===== src/hw/rtl/wavp_pkg.sv =====
`timescale 1ns / 1ps
`default_nettype none
// ----------------------------------------------------------------------------
// wavp_pkg: shared types and constants of the WAV PCM parser
// Result item layout, parser phases, header tags, positions and codes.
// ----------------------------------------------------------------------------
package wavp_pkg;

  typedef enum logic [1:0] {
    PH_HEADER,
    PH_DATA,
    PH_HALT
  } phase_t;

  // Result kinds
  localparam logic [1:0] KIND_HEADER = 2'd0;
  localparam logic [1:0] KIND_SAMPLE = 2'd1;
  localparam logic [1:0] KIND_ERROR  = 2'd2;

  // Error codes
  localparam logic [3:0] ERR_RIFF      = 4'd0;
  localparam logic [3:0] ERR_WAVE      = 4'd1;
  localparam logic [3:0] ERR_FMT_ID    = 4'd2;
  localparam logic [3:0] ERR_FMT_SIZE  = 4'd3;
  localparam logic [3:0] ERR_FORMAT    = 4'd4;
  localparam logic [3:0] ERR_CHANNELS  = 4'd5;
  localparam logic [3:0] ERR_BYTE_RATE = 4'd6;
  localparam logic [3:0] ERR_ALIGN     = 4'd7;
  localparam logic [3:0] ERR_DATA_ID   = 4'd8;
  localparam logic [3:0] ERR_WIDTH     = 4'd9;

  // Header byte positions at which a field completes
  localparam logic [5:0] POS_RIFF      = 6'd3;
  localparam logic [5:0] POS_WAVE      = 6'd11;
  localparam logic [5:0] POS_FMT_ID    = 6'd15;
  localparam logic [5:0] POS_FMT_SIZE  = 6'd19;
  localparam logic [5:0] POS_FORMAT    = 6'd21;
  localparam logic [5:0] POS_CHANNELS  = 6'd23;
  localparam logic [5:0] POS_RATE      = 6'd27;
  localparam logic [5:0] POS_BYTE_RATE = 6'd31;
  localparam logic [5:0] POS_ALIGN     = 6'd33;
  localparam logic [5:0] POS_WIDTH     = 6'd35;
  localparam logic [5:0] POS_DATA_ID   = 6'd39;
  localparam logic [5:0] POS_DATA_SIZE = 6'd43;

  // Four-character tags as little-endian words
  localparam logic [31:0] TAG_RIFF = 32'h4646_4952;
  localparam logic [31:0] TAG_WAVE = 32'h4556_4157;
  localparam logic [31:0] TAG_FMT  = 32'h2074_6D66;
  localparam logic [31:0] TAG_DATA = 32'h6174_6164;

  localparam logic [31:0] FMT_SIZE   = 32'd16;
  localparam logic [15:0] FORMAT_PCM = 16'd1;
  localparam logic [15:0] MONO       = 16'd1;
  localparam logic [15:0] WIDTH_8    = 16'd8;
  localparam logic [15:0] WIDTH_16   = 16'd16;

  typedef struct packed {
    logic [1:0]  kind;
    logic [15:0] sample;
    logic [31:0] hdr_rate;
    logic [15:0] hdr_width;
    logic [31:0] data_bytes;
    logic [3:0]  error_code;
    logic        last;
  } result_t;

endpackage
`default_nettype wire


===== src/hw/rtl/wavp_core.sv =====
`timescale 1ns / 1ps
`default_nettype none
// ----------------------------------------------------------------------------
// wavp_core: header checker and sample assembler
// Holds the parser state and forms at most one result per accepted byte.
// ----------------------------------------------------------------------------
module wavp_core (
  input  wire logic             clk,
  input  wire logic             rst_n,
  input  wire logic             in_fire,
  input  wire logic [7:0]       data_byte,
  input  wire logic             restart,
  output logic                  res_valid,
  output wavp_pkg::result_t     res
);

  wavp_pkg::phase_t phase_r, phase_nxt, ph_c;
  logic [5:0]  pos_r, pos_nxt, pos_c;
  logic [31:0] acc_r, acc_nxt, acc_c;
  logic [31:0] rate_r, rate_nxt, rate_c;
  logic [31:0] brate_r, brate_nxt, brate_c;
  logic [15:0] align_r, align_nxt, align_c;
  logic [15:0] width_r, width_nxt, width_c;
  logic [31:0] remain_r, remain_nxt, remain_c;
  logic [7:0]  partial_r, partial_nxt, partial_c;
  logic        bis_r, bis_nxt, bis_c;

  logic [31:0] acc_n;
  logic [15:0] hi;
  logic [47:0] prod;
  logic [31:0] rem_dec;
  logic        err_hit;
  logic [3:0]  err_code;

  // Restart makes this byte header byte zero: use reset values as current state
  assign ph_c      = restart ? wavp_pkg::PH_HEADER : phase_r;
  assign pos_c     = restart ? 6'd0  : pos_r;
  assign acc_c     = restart ? 32'd0 : acc_r;
  assign rate_c    = restart ? 32'd0 : rate_r;
  assign brate_c   = restart ? 32'd0 : brate_r;
  assign align_c   = restart ? 16'd0 : align_r;
  assign width_c   = restart ? 16'd0 : width_r;
  assign remain_c  = restart ? 32'd0 : remain_r;
  assign partial_c = restart ? 8'd0  : partial_r;
  assign bis_c     = restart ? 1'b0  : bis_r;

  assign acc_n   = {data_byte, acc_c[31:8]};
  assign hi      = acc_n[31:16];
  assign prod    = 48'(rate_c) * 48'(hi);
  assign rem_dec = remain_c - 32'd1;

  always_comb begin
    err_hit  = 1'b0;
    err_code = wavp_pkg::ERR_RIFF;
    case (pos_c)
      wavp_pkg::POS_RIFF: begin
        err_hit  = (acc_n != wavp_pkg::TAG_RIFF);
        err_code = wavp_pkg::ERR_RIFF;
      end
      wavp_pkg::POS_WAVE: begin
        err_hit  = (acc_n != wavp_pkg::TAG_WAVE);
        err_code = wavp_pkg::ERR_WAVE;
      end
      wavp_pkg::POS_FMT_ID: begin
        err_hit  = (acc_n != wavp_pkg::TAG_FMT);
        err_code = wavp_pkg::ERR_FMT_ID;
      end
      wavp_pkg::POS_FMT_SIZE: begin
        err_hit  = (acc_n != wavp_pkg::FMT_SIZE);
        err_code = wavp_pkg::ERR_FMT_SIZE;
      end
      wavp_pkg::POS_FORMAT: begin
        err_hit  = (hi != wavp_pkg::FORMAT_PCM);
        err_code = wavp_pkg::ERR_FORMAT;
      end
      wavp_pkg::POS_CHANNELS: begin
        err_hit  = (hi != wavp_pkg::MONO);
        err_code = wavp_pkg::ERR_CHANNELS;
      end
      wavp_pkg::POS_WIDTH: begin
        // rate first, then align, then width
        if (brate_c != {3'b000, prod[31:3]}) begin
          err_hit  = 1'b1;
          err_code = wavp_pkg::ERR_BYTE_RATE;
        end else if (align_c != {3'b000, hi[15:3]}) begin
          err_hit  = 1'b1;
          err_code = wavp_pkg::ERR_ALIGN;
        end else if (hi != wavp_pkg::WIDTH_8 && hi != wavp_pkg::WIDTH_16) begin
          err_hit  = 1'b1;
          err_code = wavp_pkg::ERR_WIDTH;
        end
      end
      wavp_pkg::POS_DATA_ID: begin
        err_hit  = (acc_n != wavp_pkg::TAG_DATA);
        err_code = wavp_pkg::ERR_DATA_ID;
      end
      default: begin
        err_hit  = 1'b0;
        err_code = wavp_pkg::ERR_RIFF;
      end
    endcase
  end

  // Next state
  always_comb begin
    phase_nxt   = phase_r;
    pos_nxt     = pos_r;
    acc_nxt     = acc_r;
    rate_nxt    = rate_r;
    brate_nxt   = brate_r;
    align_nxt   = align_r;
    width_nxt   = width_r;
    remain_nxt  = remain_r;
    partial_nxt = partial_r;
    bis_nxt     = bis_r;
    if (in_fire) begin
      phase_nxt   = ph_c;
      pos_nxt     = pos_c;
      acc_nxt     = acc_c;
      rate_nxt    = rate_c;
      brate_nxt   = brate_c;
      align_nxt   = align_c;
      width_nxt   = width_c;
      remain_nxt  = remain_c;
      partial_nxt = partial_c;
      bis_nxt     = bis_c;
      case (ph_c)
        wavp_pkg::PH_HEADER: begin
          acc_nxt = acc_n;
          pos_nxt = 6'(pos_c + 6'd1);
          case (pos_c)
            wavp_pkg::POS_RATE:      rate_nxt  = acc_n;
            wavp_pkg::POS_BYTE_RATE: brate_nxt = acc_n;
            wavp_pkg::POS_ALIGN:     align_nxt = hi;
            wavp_pkg::POS_WIDTH:     width_nxt = hi;
            wavp_pkg::POS_DATA_SIZE: begin
              remain_nxt = acc_n;
              bis_nxt    = 1'b0;
              phase_nxt  = (acc_n == 32'd0) ? wavp_pkg::PH_HALT : wavp_pkg::PH_DATA;
            end
            default: ;
          endcase
          if (err_hit) begin
            phase_nxt = wavp_pkg::PH_HALT;
          end
        end
        wavp_pkg::PH_DATA: begin
          remain_nxt = rem_dec;
          if (width_c == wavp_pkg::WIDTH_8) begin
            if (rem_dec == 32'd0) begin
              phase_nxt = wavp_pkg::PH_HALT;
            end
          end else if (!bis_c) begin
            partial_nxt = data_byte;
            bis_nxt     = 1'b1;
            // a lone trailing byte ends the stream with no sample
            if (rem_dec == 32'd0) begin
              phase_nxt = wavp_pkg::PH_HALT;
            end
          end else begin
            bis_nxt = 1'b0;
            if (rem_dec < 32'd2) begin
              phase_nxt = wavp_pkg::PH_HALT;
            end
          end
        end
        default: ;
      endcase
    end
  end

  // Result
  always_comb begin
    res_valid = 1'b0;
    res       = '0;
    case (ph_c)
      wavp_pkg::PH_HEADER: begin
        if (err_hit) begin
          res_valid      = in_fire;
          res.kind       = wavp_pkg::KIND_ERROR;
          res.error_code = err_code;
        end else if (pos_c == wavp_pkg::POS_DATA_SIZE) begin
          res_valid      = in_fire;
          res.kind       = wavp_pkg::KIND_HEADER;
          res.hdr_rate   = rate_c;
          res.hdr_width  = width_c;
          res.data_bytes = acc_n;
          res.last       = (acc_n == 32'd0);
        end
      end
      wavp_pkg::PH_DATA: begin
        if (width_c == wavp_pkg::WIDTH_8) begin
          res_valid  = in_fire;
          res.kind   = wavp_pkg::KIND_SAMPLE;
          res.sample = {{8{data_byte[7]}}, data_byte};
          res.last   = (rem_dec == 32'd0);
        end else if (bis_c) begin
          res_valid  = in_fire;
          res.kind   = wavp_pkg::KIND_SAMPLE;
          res.sample = {data_byte, partial_c};
          res.last   = (rem_dec < 32'd2);
        end
      end
      default: ;
    endcase
  end

  always_ff @(posedge clk) begin
    if (!rst_n) begin
      phase_r   <= wavp_pkg::PH_HEADER;
      pos_r     <= 6'd0;
      acc_r     <= 32'd0;
      rate_r    <= 32'd0;
      brate_r   <= 32'd0;
      align_r   <= 16'd0;
      width_r   <= 16'd0;
      remain_r  <= 32'd0;
      partial_r <= 8'd0;
      bis_r     <= 1'b0;
    end else begin
      phase_r   <= phase_nxt;
      pos_r     <= pos_nxt;
      acc_r     <= acc_nxt;
      rate_r    <= rate_nxt;
      brate_r   <= brate_nxt;
      align_r   <= align_nxt;
      width_r   <= width_nxt;
      remain_r  <= remain_nxt;
      partial_r <= partial_nxt;
      bis_r     <= bis_nxt;
    end
  end

endmodule
`default_nettype wire


===== src/hw/rtl/wavp_obuf.sv =====
`timescale 1ns / 1ps
`default_nettype none
// ----------------------------------------------------------------------------
// wavp_obuf: result register with skid stage
// Decouples the output handshake from byte acceptance.
// ----------------------------------------------------------------------------
module wavp_obuf (
  input  wire logic              clk,
  input  wire logic              rst_n,
  input  wire logic              push,
  input  wire wavp_pkg::result_t push_data,
  output logic                   can_accept,
  output logic                   out_valid,
  input  wire logic              out_ready,
  output wavp_pkg::result_t      out_data
);

  logic              out_valid_r, out_valid_nxt;
  logic              skid_valid_r, skid_valid_nxt;
  wavp_pkg::result_t out_data_r, out_data_nxt;
  wavp_pkg::result_t skid_data_r, skid_data_nxt;
  logic              pop;

  assign pop        = out_valid_r & out_ready;
  assign can_accept = ~skid_valid_r;
  assign out_valid  = out_valid_r;
  assign out_data   = out_data_r;

  always_comb begin
    out_valid_nxt  = out_valid_r;
    skid_valid_nxt = skid_valid_r;
    out_data_nxt   = out_data_r;
    skid_data_nxt  = skid_data_r;
    if (!out_valid_r || pop) begin
      if (skid_valid_r) begin
        // drain the skid stage; no push can arrive while it is full
        out_valid_nxt  = 1'b1;
        out_data_nxt   = skid_data_r;
        skid_valid_nxt = 1'b0;
      end else begin
        out_valid_nxt = push;
        out_data_nxt  = push_data;
      end
    end else if (push) begin
      skid_valid_nxt = 1'b1;
      skid_data_nxt  = push_data;
    end
  end

  always_ff @(posedge clk) begin
    if (!rst_n) begin
      out_valid_r  <= 1'b0;
      skid_valid_r <= 1'b0;
    end else begin
      out_valid_r  <= out_valid_nxt;
      skid_valid_r <= skid_valid_nxt;
    end
  end

  always_ff @(posedge clk) begin
    out_data_r  <= out_data_nxt;
    skid_data_r <= skid_data_nxt;
  end

endmodule
`default_nettype wire


===== src/hw/rtl/wav_pcm_header_and_sample_parser.sv =====
`timescale 1ns / 1ps
`default_nettype none
// A result item is registered in the output register, or held in the skid stage first, before it appears on out_tvalid.
// Throughput: one byte item per cycle while in_tready is high; in_tready drops while the skid stage is full.
// The two-deep result buffer keeps in_tready high while one result waits downstream.
// Reset: synchronous active-low rst_n returns the parser to header byte zero
// and empties the result buffer; in_tuser high makes its accepted byte header byte zero, for the parser alone.
// ----------------------------------------------------------------------------
// wav_pcm_header_and_sample_parser: streaming WAV PCM mono parser
// Checks the canonical 44-byte header, reports it, then emits 8 or 16 bit samples.
// ----------------------------------------------------------------------------
module wav_pcm_header_and_sample_parser (
  input  wire logic         clk,
  input  wire logic         rst_n,
  // input byte channel
  input  wire logic         in_tvalid,
  output logic              in_tready,
  input  wire logic [7:0]   in_tdata,   // [7:0] data_byte
  input  wire logic         in_tuser,   // [0] restart
  // result channel
  output logic              out_tvalid,
  input  wire logic         out_tready,
  output logic [103:0]      out_tdata,  // [15:0] sample, [47:16] hdr_rate,
                                        // [63:48] hdr_width, [95:64] data_bytes,
                                        // [99:96] error_code, [103:100] zero
  output logic [1:0]        out_tuser,  // [1:0] kind
  output logic              out_tlast   // last
);

  logic              in_fire;
  logic              res_valid;
  wavp_pkg::result_t res;
  wavp_pkg::result_t out_res;

  // Accept a byte whenever the skid stage has room for its possible result
  assign in_fire = in_tvalid & in_tready;

  wavp_core u_core (
    .clk       (clk),
    .rst_n     (rst_n),
    .in_fire   (in_fire),
    .data_byte (in_tdata),
    .restart   (in_tuser),
    .res_valid (res_valid),
    .res       (res)
  );

  wavp_obuf u_obuf (
    .clk        (clk),
    .rst_n      (rst_n),
    .push       (res_valid),
    .push_data  (res),
    .can_accept (in_tready),
    .out_valid  (out_tvalid),
    .out_ready  (out_tready),
    .out_data   (out_res)
  );

  // Pack payload fields from the lowest bit up, padded to whole bytes
  assign out_tdata = {4'b0000, out_res.error_code, out_res.data_bytes,
                      out_res.hdr_width, out_res.hdr_rate, out_res.sample};
  assign out_tuser = out_res.kind;
  assign out_tlast = out_res.last;

endmodule
`default_nettype wire


===== config.mk =====
export PLATFORM = sky130hd
export DESIGN_NAME = wav_pcm_header_and_sample_parser
export DESIGN_NICKNAME = d
export VERILOG_FILES = /design/src/hw/rtl/wavp_pkg.sv /design/src/hw/rtl/wavp_core.sv /design/src/hw/rtl/wavp_obuf.sv /design/src/hw/rtl/wav_pcm_header_and_sample_parser.sv
export SDC_FILE = /design/constraint.sdc
export NUM_CORES = 2
export LEC_CHECK = 0
export ABC_AREA = 1
export BUFFER_PORTS_ARGS = -buffer_cell sky130_fd_sc_hd__clkbuf_2
export CORE_UTILIZATION = 25
export DETAILED_ROUTE_END_ITERATION = 6
export GPL_TIMING_DRIVEN = 0
export PLACE_DENSITY = 0.44
export SLEW_MARGIN = 10
export SYNTH_ARGS = -nofsm -noshare
export SYNTH_HDL_FRONTEND = slang
export SYNTH_SLANG_ARGS = --single-unit

===== constraint.sdc =====
create_clock -name clk -period 17 [get_ports clk]
set_input_delay 2.55 -clock clk [delete_from_list [all_inputs] [get_ports clk]]
set_output_delay 2.55 -clock clk [all_outputs]
set_load 0.01 [all_outputs]

==> flow_summary.rst <==
.. list-table::
   :header-rows: 1

   * - Metric
     - Value
   * - Root buf cell
     - sky130_fd_sc_hd__clkbuf_16
   * - Cell depth of the worst setup path
     - 39
   * - Violation count after the first detailed-routing iteration
     - 2697
   * - Final routed DRC violation total
     - 0
   * - Routed vias/inst
     - 4.885
   * - Max-slew violation count
     - 0
   * - Fin Clk Skew
     - 0.03736 ns
   * - Average detailed-routed wire length per instance
     - 23.03 um
   * - Net count, final
     - 4248
   * - Worst-Skew Late Latency
     - 0.64 ns
   * - Diodes inserted
     - 0
   * - Count of clock tree sinks
     - 377
   * - Time the final worst path needs with I/O delays and setup
     - 13.44 ns
   * - Detailed-route wire length
     - 127000 um
   * - Initial cell density of the core
     - 25.28%
   * - Number of buffers inserted to repair setup after CTS
     - 0
   * - Dominant cells by area after synthesis
     - sky130_fd_sc_hd__edfxtp_1, sky130_fd_sc_hd__fa_1, sky130_fd_sc_hd__dfxtp_1
   * - Arrival time at the worst endpoint
     - 13.75 ns
   * - Biggest cell delay along the critical path
     - 0.95 ns
   * - Hold/Removal Path Class
     - flop to flop
   * - Worst R2R Start
     - u_core.acc_r[30]$_SDFFE_PN0P_
   * - Max-slew headroom at the worst pin
     - 14.90%
   * - IO buf count
     - 110
   * - Startpoint-to-endpoint class of the critical path
     - input port to flop
   * - Antenna-violating nets left
     - 0
   * - Actual slew at the worst max-slew pin
     - 1.277 ns
   * - Cell with the largest stage delay on the worst path
     - sky130_fd_sc_hd__clkbuf_1
   * - Power per standard cell area
     - 72.71 nW/um2
   * - Floorplan die area
     - 123000 um2
   * - Core area
     - 120300 um2
   * - Depth of the worst register-to-register path
     - 36
   * - Die extent in y
     - 350.7 um
   * - Post-synthesis sequential area ratio
     - 31.60%
   * - Number of warning messages in the yosys log
     - 0
   * - Maximum capacitance violations
     - 0
   * - Nature of the critical path endpoint
     - flop
   * - Core occupancy in the finished layout
     - 28.92%
   * - Slack of the worst reg-to-reg path
     - 6.59 ns
   * - WP data required
     - 17.31 ns
   * - Post-synth top area share
     - 20.34%
   * - Largest fanout of any net on the critical path
     - 27
   * - Mapped Cells
     - 3697
   * - Number of instances in the placed design
     - 5426
   * - Worst IR drop on VDD
     - 0.06807 mV
   * - Sum of overflow across all layers after global routing
     - 0
   * - Cts hold-fix bufs
     - 0
   * - Proportion of layout cells with a drive suffix above 1
     - 9.098%
   * - Total Routing Usage GR
     - 20.62%
   * - Maximum clock rate
     - 74.42 MHz
   * - Die X-Extent
     - 350.7 um
   * - Crit path launch
     - in_tuser
   * - Final period utilization
     - 79.05%
   * - Destination of the worst register-to-register timing path
     - u_obuf.skid_data_r[60]$_DFFE_PP_
   * - Most common flop cell mapped by yosys
     - sky130_fd_sc_hd__edfxtp_1
   * - Synth cell count leaders
     - sky130_fd_sc_hd__nand2_1, sky130_fd_sc_hd__inv_1, sky130_fd_sc_hd__nor2_1, sky130_fd_sc_hd__fa_1, sky130_fd_sc_hd__o21ai_0
   * - Post-synthesis cell type count
     - 63
   * - Largest net degree at the start of global routing
     - 82
   * - Finished Layout Cells
     - 5514
   * - Via count
     - 26940
   * - Buf+Inv Stages, Crit Path
     - 11
   * - Clock Tree Buf Depth
     - 3
   * - Final setup violating endpoints
     - 0
   * - Clock transition at the registers of the reported paths
     - 0.06 ns
   * - Wire length of the first global-routing pass
     - 186000 um
   * - Destination of the critical timing path
     - u_obuf.skid_data_r[60]$_DFFE_PP_
   * - Standby leakage power
     - 14.04 nW
   * - Detailed-placement wirelength estimate
     - 99480 um
   * - Worst slack after detailed placement
     - 3.082 ns
   * - Top cell type by total area after synthesis
     - sky130_fd_sc_hd__edfxtp_1
   * - Number of gates resized after CTS
     - 0
   * - Most instantiated library cell after synthesis
     - sky130_fd_sc_hd__nand2_1
   * - Unrepaired setup endpoints after global routing
     - no
   * - Setup TNS
     - 0 ns
   * - Area added between synthesis and finish
     - 14.40%
   * - Final weighted congestion in routability-driven placement
     - 0.9583
   * - First-pass iteration count of the detailed router
     - 5
   * - Run status
     - finished, final reports clean
   * - Final WS setup
     - 3.562 ns
   * - Register bit total from synthesis
     - 377
   * - Family with the most delay on the worst path
     - buffers and inverters
   * - Number of H-tree levels
     - 2
   * - Antenna violations before repair
     - 5
   * - Average size of a mapped cell
     - 8.224 um2
   * - Boundary pin count
     - 122
   * - Worst Setup Start Kind
     - input port
   * - Total standard cell area after synthesis
     - 30410 um2
   * - Row count
     - 127
   * - Number of flops mapped to enable cells by yosys
     - 206
   * - Vias in the first global route
     - 26700
   * - Async SR Flop Fraction
     - 0%
   * - Most frequent cell on the critical path
     - sky130_fd_sc_hd__nand2_1
   * - Hold violation total from the final report
     - 0
   * - TritonCTS clock tree
     - done
   * - Clock buffer count from CTS
     - 47
-- registers in the layout, indices dropped and copies added, names as in the netlist --
register and flops:
u_obuf.out_valid 1, u_obuf.skid_data_r 103, u_obuf.out_data 103, u_core.pos_r 6
u_core.partial_r 8, u_core.rate_r 32, u_core.brate_r 32, u_core.remain_r 32
u_core.width_r 16, u_core.phase_r 2, u_core.align_r 16, u_core.bis_r 1
u_core.acc_r 24, u_obuf.skid_valid_r 1
-- worst reg2reg max path, delay by kind of cell, from the launching register on --
kind                       cells  cell delay [ns]
and+or+nand+nor               18             2.66
AOI/OAI and AO/OA              2             0.83
DFF                            1             0.33
adders and majority gates      7             3.43
buffers and inverters          9             2.80
-- area by class of cell --
| type | count | area [um2] |
|---|---|---|
| clock buffers | 52 | 1216 |
| plain buffers | 181 | 758.2 |
| fillers | 13020 | 85510 |
| repair buffers | 114 | 638.1 |
| multi-input cells | 2525 | 17740 |
| well taps | 1612 | 2017 |
| inverters | 617 | 2321 |
| clock inverters | 36 | 479.2 |
| flip-flops and latches | 377 | 9609 |
-- metal layers --
layer	vias to the layer above	track usage, %	routed length [um]
met5	-	0	27
met4	4	6.826	4505
met3	190	3.067	8272
met2	1014	33.00	57360
met1	13530	28.33	56820
li1	12200	-	-
-- worst min-delay path by stage --
stage	start	to	slack, ns	cells after the start
floorplan	u_core.acc_r[12]$_SDFFE_PN0P_	u_core.acc_r[12]$_SDFFE_PN0P_	0.44	2
CTS	u_core.align_r[5]$_SDFFE_PN0P_	u_core.align_r[5]$_SDFFE_PN0P_	0.47	2
finish	u_core.align_r[5]$_SDFFE_PN0P_	u_core.align_r[5]$_SDFFE_PN0P_	0.47	2
global placement	u_core.width_r[5]$_SDFFE_PN0P_	u_core.width_r[5]$_SDFFE_PN0P_	0.45	2
detailed placement	u_core.acc_r[23]$_SDFFE_PN0P_	u_core.acc_r[23]$_SDFFE_PN0P_	0.46	2
global route	u_core.align_r[5]$_SDFFE_PN0P_	u_core.align_r[5]$_SDFFE_PN0P_	0.49	2
-- layout by cell type (no fill, tap or decap), types with 26 or more instances in the layout --
| master | synthesis | final |
|---|---|---|
| sky130_fd_sc_hd__o211ai_1 | 40 | 40 |
| sky130_fd_sc_hd__clkbuf_2 | 0 | 113 |
| sky130_fd_sc_hd__a21oi_1 | 155 | 155 |
| sky130_fd_sc_hd__nor3_1 | 45 | 45 |
| sky130_fd_sc_hd__buf_1 | 26 | 26 |
| sky130_fd_sc_hd__o21ai_0 | 219 | 219 |
| sky130_fd_sc_hd__nand2_1 | 675 | 675 |
| sky130_fd_sc_hd__dfxtp_1 | 171 | 171 |
| sky130_fd_sc_hd__nand3_1 | 94 | 94 |
| sky130_fd_sc_hd__mux2_2 | 68 | 68 |
| sky130_fd_sc_hd__o221ai_1 | 37 | 37 |
| sky130_fd_sc_hd__clkbuf_16 | 0 | 48 |
| sky130_fd_sc_hd__ha_1 | 68 | 68 |
| sky130_fd_sc_hd__inv_1 | 587 | 586 |
| sky130_fd_sc_hd__clkbuf_1 | 132 | 133 |
| sky130_fd_sc_hd__fa_1 | 304 | 304 |
| sky130_fd_sc_hd__a31oi_1 | 28 | 28 |
| sky130_fd_sc_hd__edfxtp_1 | 206 | 206 |
| sky130_fd_sc_hd__nand4_1 | 40 | 40 |
| sky130_fd_sc_hd__xor2_1 | 68 | 68 |
| sky130_fd_sc_hd__nor2_1 | 506 | 505 |
-- power breakdown --
| part | internal (mW) | total, mW | switching, mW |
|---|---|---|---|
| clock network | 0.662 | 1.13 | 0.464 |
| logic | 0.120 | 0.419 | 0.299 |
| registers | 0.970 | 0.984 | 0.0141 |
-- stage by stage --
step                      area (um2)  power, mW  hold WS, ns
final                          34780      2.529       0.4683
after global routing           34780      2.618       0.4896
after CTS                      34780      2.550       0.4677
after detailed placement       33090      1.412       0.4584
after global placement         32980      1.416       0.4521
after floorplan                30420      1.257       0.4436
-- cell families after synthesis --
kind of cell    count (synthesis)  synth area share (%)
simple gates                 1431                 19.45
xor+xnor                       83                 2.461
compound gates                567                 11.04
mux                            68                 2.518
buf+inv                       798                 10.10
fa+ha+maj                     372                 22.81
flops                         377                 31.60
other cells                     1               0.01233
Power figures use the tool's default switching activity.
